**src/rtl/core/i2a_pkg.sv**
```systemverilog
`timescale 1ns / 1ps

package i2a_pkg;

  // mode codes on the func field
  localparam logic [1:0] FUNC_SIGNED = 2'd0;
  localparam logic [1:0] FUNC_UDEC   = 2'd1;
  localparam logic [1:0] FUNC_HEXL   = 2'd2;
  localparam logic [1:0] FUNC_HEXU   = 2'd3;

  localparam logic [4:0] BASE_MIN = 5'd2;
  localparam logic [4:0] BASE_DEC = 5'd10;
  localparam logic [4:0] BASE_HEX = 5'd16;

  localparam logic [7:0] CHAR_MINUS = 8'h2d;
  localparam logic [7:0] CHAR_ZERO  = 8'h30;
  localparam logic [7:0] CHAR_LOW_A = 8'h61;
  localparam logic [7:0] CHAR_UP_A  = 8'h41;

  // quotient bits resolved per divider cycle
  localparam int DIV_BITS = 8;

  typedef struct packed {
    logic       neg;
    logic       upper;
    logic [4:0] base;
  } cls_t;

  typedef enum logic [2:0] {
    ST_IDLE,
    ST_DIV,
    ST_SIGN,
    ST_READ,
    ST_SHOW
  } back_state_t;

  function automatic logic [7:0] digit_char(input logic [3:0] d, input logic upper);
    logic [7:0] dd;
    dd = {4'h0, d};
    if (d < 4'd10) begin
      return CHAR_ZERO + dd;
    end
    return (upper ? CHAR_UP_A : CHAR_LOW_A) + dd - 8'd10;
  endfunction

endpackage

```
**src/rtl/core/i2a_if.sv**
```systemverilog
`timescale 1ns / 1ps

interface i2a_in_if #(parameter int VALUE_WIDTH = 32) ();
  logic                   valid;
  logic                   ready;
  logic [1:0]             func;
  logic [VALUE_WIDTH-1:0] value;
  logic [4:0]             radix;

  modport source(output valid, func, value, radix, input ready);
  modport sink(input valid, func, value, radix, output ready);
endinterface

interface i2a_out_if ();
  logic       valid;
  logic       ready;
  logic [7:0] character;
  logic       last;

  modport source(output valid, character, last, input ready);
  modport sink(input valid, character, last, output ready);
endinterface

```
**src/rtl/core/integer_to_ascii_converter.sv**
```systemverilog
`timescale 1ns / 1ps

// Integer to ASCII converter.
// din carries one item per number: func (mode), value and radix. dout returns
// the formatted text one character per item, most significant digit first, a
// leading '-' for negative signed values, with last set on the final character.
// The front classifies each item (mode, sign, magnitude, base) and pushes it
// into a two-entry queue, so din keeps accepting while dout is stalled until
// the queue is full. The back divides the magnitude by the base, 8 quotient
// bits per cycle, one full division per digit (ST_DIV); digits go into a
// small RAM and are read back in reverse through the registered read port,
// ST_READ then ST_SHOW per character, with ST_SIGN first for a minus sign.
// At 32 bits the longest text is a minus sign and 31 binary digits.
// A stalled dout holds the current character; the back makes no progress and
// the queue fills, after which din.ready drops.
// Reset (rst, synchronous) empties the queue and returns the back to idle; any
// number in progress is dropped. No state is kept between numbers.
module integer_to_ascii_converter #(
  parameter int VALUE_WIDTH = 32
) (
  input  logic      clk,
  input  logic      rst,
  i2a_in_if.sink    din,
  i2a_out_if.source dout
);
  import i2a_pkg::*;

  localparam int QW = VALUE_WIDTH + $bits(cls_t);

  logic                   f_valid;
  logic                   f_ready;
  logic [VALUE_WIDTH-1:0] f_mag;
  cls_t                   f_cls;

  logic                   q_valid;
  logic                   q_ready;
  logic [QW-1:0]          q_data;
  logic [VALUE_WIDTH-1:0] q_mag;
  cls_t                   q_cls;

  i2a_front #(.VALUE_WIDTH(VALUE_WIDTH)) u_front (
    .din     (din),
    .f_valid (f_valid),
    .f_ready (f_ready),
    .f_mag   (f_mag),
    .f_cls   (f_cls)
  );

  // descriptor queue between classification and conversion
  i2a_queue #(.DW(QW), .DEPTH(2)) u_queue (
    .clk      (clk),
    .rst      (rst),
    .wr_valid (f_valid),
    .wr_ready (f_ready),
    .wr_data  ({f_mag, f_cls}),
    .rd_valid (q_valid),
    .rd_ready (q_ready),
    .rd_data  (q_data)
  );

  assign q_mag = q_data[QW-1 -: VALUE_WIDTH];
  assign q_cls = q_data[$bits(cls_t)-1:0];

  i2a_back #(.VALUE_WIDTH(VALUE_WIDTH)) u_back (
    .clk     (clk),
    .rst     (rst),
    .q_valid (q_valid),
    .q_ready (q_ready),
    .q_mag   (q_mag),
    .q_cls   (q_cls),
    .dout    (dout)
  );

  // an empty queue always has room
  a_empty_has_room : assert property (@(posedge clk) disable iff (rst)
    !q_valid |-> din.ready)
    else $error("queue empty but input not ready");

  // an accepted item is visible to the back on the next cycle
  a_push_seen : assert property (@(posedge clk) disable iff (rst)
    din.valid && din.ready |=> q_valid)
    else $error("accepted item missing from queue");

  // the back goes idle after the final character of a number
  a_last_idle : assert property (@(posedge clk) disable iff (rst)
    dout.valid && dout.ready && dout.last |=> !dout.valid)
    else $error("output still valid after final character");

  // a minus sign is never the final character
  a_sign_not_last : assert property (@(posedge clk) disable iff (rst)
    dout.valid && dout.character == CHAR_MINUS |-> !dout.last)
    else $error("minus sign marked as final character");

endmodule

```
**src/rtl/core/i2a_front.sv**
```systemverilog
`timescale 1ns / 1ps

module i2a_front #(
  parameter int VALUE_WIDTH = 32
) (
  i2a_in_if.sink                 din,
  output logic                   f_valid,
  input  logic                   f_ready,
  output logic [VALUE_WIDTH-1:0] f_mag,
  output i2a_pkg::cls_t          f_cls
);
  import i2a_pkg::*;

  localparam logic [VALUE_WIDTH-1:0] MOST_NEG = VALUE_WIDTH'(1) << (VALUE_WIDTH - 1);

  logic [4:0] clamped;

  assign din.ready = f_ready;
  assign f_valid   = din.valid;

  always_comb begin
    if (din.radix < BASE_MIN) begin
      clamped = BASE_MIN;
    end else if (din.radix > BASE_HEX) begin
      clamped = BASE_HEX;
    end else begin
      clamped = din.radix;
    end
  end

  always_comb begin
    f_mag       = din.value;
    f_cls.neg   = 1'b0;
    f_cls.upper = 1'b0;
    f_cls.base  = BASE_HEX;
    unique case (din.func)
      FUNC_SIGNED: begin
        f_cls.neg = din.value[VALUE_WIDTH-1];
        if (din.value[VALUE_WIDTH-1]) begin
          f_mag = ~din.value + VALUE_WIDTH'(1);
        end
        // most negative value always prints in decimal
        f_cls.base = (din.value == MOST_NEG) ? BASE_DEC : clamped;
      end
      FUNC_UDEC: f_cls.base = BASE_DEC;
      FUNC_HEXL: f_cls.base = BASE_HEX;
      FUNC_HEXU: begin
        f_cls.base  = BASE_HEX;
        f_cls.upper = 1'b1;
      end
      default: f_cls.base = BASE_HEX;
    endcase
  end

endmodule

```
**src/rtl/core/i2a_queue.sv**
```systemverilog
`timescale 1ns / 1ps

module i2a_queue #(
  parameter int DW    = 39,
  parameter int DEPTH = 2
) (
  input  logic          clk,
  input  logic          rst,
  input  logic          wr_valid,
  output logic          wr_ready,
  input  logic [DW-1:0] wr_data,
  output logic          rd_valid,
  input  logic          rd_ready,
  output logic [DW-1:0] rd_data
);

  localparam int PW = (DEPTH > 1) ? $clog2(DEPTH) : 1;
  localparam int CW = $clog2(DEPTH + 1);

  logic [DW-1:0] entries [DEPTH];
  logic [PW-1:0] wptr;
  logic [PW-1:0] rptr;
  logic [CW-1:0] count;
  logic          push;
  logic          pop;

  assign wr_ready = (count != CW'(DEPTH));
  assign rd_valid = (count != '0);
  assign rd_data  = entries[rptr];
  assign push     = wr_valid && wr_ready;
  assign pop      = rd_valid && rd_ready;

  always_ff @(posedge clk) begin
    if (rst) begin
      wptr  <= '0;
      rptr  <= '0;
      count <= '0;
    end else begin
      if (push) begin
        wptr <= (wptr == PW'(DEPTH - 1)) ? '0 : wptr + PW'(1);
      end
      if (pop) begin
        rptr <= (rptr == PW'(DEPTH - 1)) ? '0 : rptr + PW'(1);
      end
      if (push && !pop) begin
        count <= count + CW'(1);
      end else if (pop && !push) begin
        count <= count - CW'(1);
      end
    end
  end

  always_ff @(posedge clk) begin
    if (push) begin
      entries[wptr] <= wr_data;
    end
  end

endmodule

```
**src/rtl/core/i2a_back.sv**
```systemverilog
`timescale 1ns / 1ps

module i2a_back #(
  parameter int VALUE_WIDTH = 32
) (
  input  logic                   clk,
  input  logic                   rst,
  input  logic                   q_valid,
  output logic                   q_ready,
  input  logic [VALUE_WIDTH-1:0] q_mag,
  input  i2a_pkg::cls_t          q_cls,
  i2a_out_if.source              dout
);
  import i2a_pkg::*;

  localparam int STEPS = (VALUE_WIDTH + DIV_BITS - 1) / DIV_BITS;
  localparam int DIV_W = STEPS * DIV_BITS;
  localparam int SW    = (STEPS > 1) ? $clog2(STEPS) : 1;
  localparam int NW    = $clog2(VALUE_WIDTH + 1);
  localparam int AW    = $clog2(VALUE_WIDTH);

  back_state_t state, state_next;

  logic [DIV_W-1:0] work;
  logic [3:0]       rem;
  logic [SW-1:0]    step;
  logic [NW-1:0]    cnt;
  logic [AW-1:0]    idx;
  cls_t             cls;

  logic [DIV_W-1:0] div_work;
  logic [3:0]       div_rem;
  logic             last_step;
  logic             mem_we;

  logic [3:0]       mem [VALUE_WIDTH];
  logic [3:0]       rd_digit;

  // long division by the base, DIV_BITS quotient bits per cycle
  always_comb begin
    logic [4:0]       r;
    logic [DIV_W-1:0] w;
    r = {1'b0, rem};
    w = work;
    for (int j = 0; j < DIV_BITS; j++) begin
      r = {r[3:0], w[DIV_W-1]};
      w = {w[DIV_W-2:0], 1'b0};
      if (r >= cls.base) begin
        r    = r - cls.base;
        w[0] = 1'b1;
      end
    end
    div_work = w;
    div_rem  = r[3:0];
  end

  assign last_step = (step == SW'(STEPS - 1));
  assign mem_we    = (state == ST_DIV) && last_step;

  always_ff @(posedge clk) begin
    if (rst) begin
      state <= ST_IDLE;
    end else begin
      state <= state_next;
    end
  end

  always_comb begin
    state_next     = state;
    q_ready        = 1'b0;
    dout.valid     = 1'b0;
    dout.character = digit_char(rd_digit, cls.upper);
    dout.last      = 1'b0;
    unique case (state)
      ST_IDLE: begin
        q_ready = 1'b1;
        if (q_valid) begin
          state_next = ST_DIV;
        end
      end
      ST_DIV: begin
        if (last_step && div_work == '0) begin
          state_next = cls.neg ? ST_SIGN : ST_READ;
        end
      end
      ST_SIGN: begin
        dout.valid     = 1'b1;
        dout.character = CHAR_MINUS;
        if (dout.ready) begin
          state_next = ST_READ;
        end
      end
      ST_READ: state_next = ST_SHOW;
      ST_SHOW: begin
        dout.valid = 1'b1;
        dout.last  = (idx == '0);
        if (dout.ready) begin
          state_next = (idx == '0) ? ST_IDLE : ST_READ;
        end
      end
      default: state_next = ST_IDLE;
    endcase
  end

  always_ff @(posedge clk) begin
    unique case (state)
      ST_IDLE: begin
        work <= DIV_W'(q_mag);
        cls  <= q_cls;
        rem  <= '0;
        step <= '0;
        cnt  <= '0;
      end
      ST_DIV: begin
        work <= div_work;
        if (last_step) begin
          rem  <= '0;
          step <= '0;
          cnt  <= cnt + NW'(1);
          idx  <= cnt[AW-1:0];
        end else begin
          rem  <= div_rem;
          step <= step + SW'(1);
        end
      end
      ST_SHOW: begin
        if (dout.ready && idx != '0) begin
          idx <= idx - AW'(1);
        end
      end
      default: begin
      end
    endcase
  end

  // digit store, least significant digit first
  always_ff @(posedge clk) begin
    if (mem_we) begin
      mem[cnt[AW-1:0]] <= div_rem;
    end
    rd_digit <= mem[idx];
  end

endmodule
```
**src/flat_wrapper.sv**
```systemverilog
// flat-port wrapper written by rule: the top's interface ports become plain ports
module integer_to_ascii_converter_flat import i2a_pkg::*;
#(
  parameter int VALUE_WIDTH = 32
)
  (clk, rst, din_valid, din_func, din_value, din_radix, din_ready, dout_valid, dout_character, dout_last, dout_ready);
  i2a_in_if #(.VALUE_WIDTH(VALUE_WIDTH)) din_i ();
  i2a_out_if dout_i ();
  input  logic clk;
  input  logic rst;
  input wire logic [$bits(din_i.valid)-1:0] din_valid;
  input wire logic [$bits(din_i.func)-1:0] din_func;
  input wire logic [$bits(din_i.value)-1:0] din_value;
  input wire logic [$bits(din_i.radix)-1:0] din_radix;
  output wire logic [$bits(din_i.ready)-1:0] din_ready;
  output wire logic [$bits(dout_i.valid)-1:0] dout_valid;
  output wire logic [$bits(dout_i.character)-1:0] dout_character;
  output wire logic [$bits(dout_i.last)-1:0] dout_last;
  input wire logic [$bits(dout_i.ready)-1:0] dout_ready;
  assign din_i.valid = din_valid;
  assign din_i.func = din_func;
  assign din_i.value = din_value;
  assign din_i.radix = din_radix;
  assign din_ready = din_i.ready;
  assign dout_valid = dout_i.valid;
  assign dout_character = dout_i.character;
  assign dout_last = dout_i.last;
  assign dout_i.ready = dout_ready;
  integer_to_ascii_converter #(.VALUE_WIDTH(VALUE_WIDTH)) u_core (.clk(clk), .rst(rst), .din(din_i), .dout(dout_i));
endmodule
```
**config.mk**
```make
export PLATFORM = sky130hd
export DESIGN_NAME = integer_to_ascii_converter_flat
export DESIGN_NICKNAME = d
export VERILOG_FILES = /design/src/rtl/core/i2a_pkg.sv /design/src/rtl/core/i2a_if.sv /design/src/rtl/core/integer_to_ascii_converter.sv /design/src/rtl/core/i2a_front.sv /design/src/rtl/core/i2a_queue.sv /design/src/rtl/core/i2a_back.sv /design/src/flat_wrapper.sv
export SDC_FILE = /design/constraint.sdc
export NUM_CORES = 1
export LEC_CHECK = 0
export BUFFER_PORTS_ARGS = -buffer_cell sky130_fd_sc_hd__buf_2
export CAP_MARGIN = 30
export CORE_MARGIN = 2
export CORE_UTILIZATION = 60
export CTS_BUF_LIST = sky130_fd_sc_hd__clkbuf_8 sky130_fd_sc_hd__clkbuf_16
export CTS_CLUSTER_SIZE = 28
export DETAILED_ROUTE_END_ITERATION = 6
export GPL_TIMING_DRIVEN = 0
export PLACE_DENSITY = 0.82
export SLEW_MARGIN = 20
export SYNTH_ARGS = -nofsm -noshare
export SYNTH_HDL_FRONTEND = slang
export SYNTH_SLANG_ARGS = --single-unit
```
**constraint.sdc**
```tcl
create_clock -name clk -period 15.3 [get_ports clk]
set_input_delay 3.06 -clock clk [delete_from_list [all_inputs] [get_ports clk]]
set_output_delay 3.06 -clock clk [all_outputs]
set_load 0.02 [all_outputs]
```
==> results <==
- The run finished with clean final reports.
- The data required time at the worst endpoint is 15700 ps.
- TritonCTS built the clock tree.
- The final-layout setup total negative slack is 0 ps.
- The overall die width is 152.8 um.
- The clock period could shrink to 14030 ps.
- The first global-routing pass estimated approximately 46000 um of wire.
- Clock skew on the completed layout was measured at around 11 ps.
- The sum of routed wire length over all layers is 29120 um.
- Data arrives at the worst endpoint at 14430 ps.
- The worst path uses 91.69% of the clock period.
- The final-report setup violation count is 0.
- During placement, the flow inserted port buffers numbering 51.
- The worst hold path stage count is 2.
- The slew of the pin with the lowest slew margin is between 1000 and 1500 ps.
- The placeable core area is roughly 0.022 mm^2.
- The die covers 0.02335 mm^2.
- In the routed layout, each cell is associated on average with a via count of between 6 and 7.
- The detailed-route wire length per cell is 21.50 um.
- After clock tree synthesis, the repair step resized 0 gates.
- The maximum operating frequency is 0.07128 GHz.
- The max capacitance violation total is 0.
- The maximum level of the CTS H-tree is 1.
- The most used flip-flop cell after synthesis is sky130_fd_sc_hd__edfxtp_1.
- The fill cell total of the finished layout is approximately 1400.
- The share of synthesized area in the top cell type comes to 58.98%.
- In this run the critical register-to-register path is launched from u_core.u_back.cls[1]$_DFFE_PP_.
- Summing the sequential cell areas from Yosys gives 60.79% of the chip area.
- The leftover overflow at the end of global routing is 0.
- The number of antenna violations at the first check in global routing is 0.
- The initial utilization of the core area, before any placement, comes to 61.08%.
- Setup repair after global routing left no endpoint under its margin.
- The antenna cell count is 0.
- The biggest area contributor in the post-synthesis netlist is sky130_fd_sc_hd__edfxtp_1.
- The largest net degree at the start of global routing is 34.
- The clock-pin slew on the worst setup and hold paths is 60 ps.
- The number of buffers added for setup after CTS is 0.
- The overall routing resource usage is between 20% and 30%.
- The via count of the first global-routing pass is 8624.
- The number of nets in the synthesized netlist is 1068.
- The worst register-to-register path has a depth of 47.
- The worst-case clock buffer depth is 3.
- Counting instances in the post-synthesis netlist gives the leading cell types as sky130_fd_sc_hd__edfxtp_1, sky130_fd_sc_hd__nand2_1, sky130_fd_sc_hd__nor2_1.
- The most common cell in the synthesized netlist is sky130_fd_sc_hd__edfxtp_1.
- The number of buffers created by CTS is 26.
- The iteration count of the initial detailed-routing pass is 5.
- The startpoint type of the worst setup path is a flop.
- Once detailed placement completed, the half-perimeter wirelength came to 20000 um.
- Dividing the synthesized area by the synthesized cell count gives between 10 and 15 um^2.
- The quantity of hold-fixing buffers added after cts is 0.
- The tree is rooted in a sky130_fd_sc_hd__clkbuf_16.
- The worst slew slack as a fraction of its limit is around 31%.
- The congestion estimate from routability-driven global placement came to 0.8365.
- From synthesis to final layout, the design area changed by 12.66%.
- On the critical path, the stage with the largest delay is an instance of sky130_fd_sc_hd__mux2_2.
- The total number of vias is around 8400.
- The share of synthesized registers carrying an async set or reset is 0%.
- The number of instances in the synthesized netlist is 968.
- The die span in y is 152.8 um.
- The fraction of final layout cells sized beyond drive strength 1 is 16.76%.
- By instance count, the cell type seen most on the critical path is sky130_fd_sc_hd__ha_1.
- In this run the worst hold path is classified as flop to flop.
- Summing every instance area after synthesis gives 0.01329 mm^2.
- The worst hold path begins at u_core.u_queue.rptr$_SDFFE_PP0P_.
- For this run, the slowest stage of the critical path takes 730 ps.
- The I/O pin count is 54.
- The final hold violation count is 0.
- The floorplan has 54 rows.
- The starting DRC count in detailed routing is 741.
- The count of different cell masters after synthesis is 57.
- The number of flops mapped to enable cells by yosys is 261.
- The count of antenna-violating nets left after detailed routing is 0.
- After detailed routing, the number of remaining DRC violations is 0.
- The worst setup path is captured at a flop.
- The clock net sink count is approximately 270.
- The clock reaches the later pin of the worst-skew pair after ~530 ps.
- The critical path starts at u_core.u_back.cls[1]$_DFFE_PP_.
- The max-slew violation count is 0.
- The critical path class is flop to flop.
- Of all nets on the critical path, the largest fanout is 33.
- In the post-synthesis netlist, the biggest area contributors are sky130_fd_sc_hd__edfxtp_1, sky130_fd_sc_hd__mux4_2, sky130_fd_sc_hd__ha_1.
- During synthesis, Yosys emitted a total of 0 warnings.
- After synthesis the netlist holds a flip-flop and latch count of 273.
- The net count reported at finish is roughly 1200.
metal layers:
layer / vias to the layer above / routed length (um) / track usage [%]
li1: 3813 / - / -
met1: 4111 / 11750 / 34.71
met2: 427 / 14200 / 41.96
met3: 58 / 2396 / 4.253
met4: 0 / 775 / 8.025
met5: - / 0 / 0
final timing paths:
check,slack (ps),to
hold reg to reg,510,flop
setup reg to reg,1270,u_core.u_back.rem[1]$_SDFFCE_PP0P_
setup / recovery,1270,u_core.u_back.rem[1]$_SDFFCE_PP0P_
hold / removal,510,flop
worst max-delay path, delay by kind of cell (launching register included):
family / cells / cell delay [ps]
AOI/OAI and AO/OA: 23 / 5390
adders and majority gates: 8 / 2760
buffers and inverters: 7 / 2270
DFF: 1 / 660
muxes: 5 / 2300
and+or+nand+nor: 4 / 490
through the flow:
step	utilization (%)	hold slack, ps	cell area [um^2]	setup slack, ps	cells
after floorplan	-	472.5	13290	3981	968
after global placement	63.86	486.8	13890	429.6	1299
after detailed placement	64.97	499.9	14130	1019	1307
after CTS	68.77	517.5	14960	865.6	1354
after global routing	68.81	536.9	14970	169.9	1354
final	68.81	513.3	14970	1271	1354
cell usage in the layout (no fill, tap or decap), types with 40 or more instances in the layout:
cell type | netlist | routed
sky130_fd_sc_hd__mux4_2 | 40 | 40
sky130_fd_sc_hd__buf_2 | 2 | 53
sky130_fd_sc_hd__mux2i_1 | 42 | 41
sky130_fd_sc_hd__ha_1 | 49 | 49
sky130_fd_sc_hd__nor2_1 | 80 | 78
sky130_fd_sc_hd__nand2_1 | 84 | 84
sky130_fd_sc_hd__inv_1 | 42 | 44
sky130_fd_sc_hd__edfxtp_1 | 261 | 261
sky130_fd_sc_hd__o21ai_0 | 56 | 56
sky130_fd_sc_hd__a21oi_1 | 43 | 41
final cells by class:
class	instances	area [um^2]	area share (%)
Clock buffer	27	675.6	4.514
Timing Repair Buffer	59	440.4	2.942
Multi-Input combinational cell	618	4949	33.06
Clock inverter	20	151.4	1.011
Buffer	35	167.7	1.120
Tap cell	280	350.3	2.340
Inverter	42	157.7	1.053
Sequential cell	273	8078	53.96
kinds of logic after synthesis:
group,synth area share [%]
adders and majority gates,5.819
and+or+nand+nor,8.870
AOI/OAI and AO/OA,7.100
buffers and inverters,2.448
muxes,11.38
xor gates and xnor gates,3.559
other,0.02822
DFF,60.79
registers in the layout, summed over array words and instances, names as in the netlist, 3 cells and up, named ones only:
name	flops
u_core.u_back.cls	7
u_core.u_back.cnt	5
u_core.u_back.idx	5
u_core.u_back.mem	128
u_core.u_back.rd_digit	4
u_core.u_back.rem	4
u_core.u_back.state	3
u_core.u_back.work	32
u_core.u_queue.entries	78
Power is not shown: default switching activity piles up to over one toggle a cycle in this logic, so the estimate is an artifact.
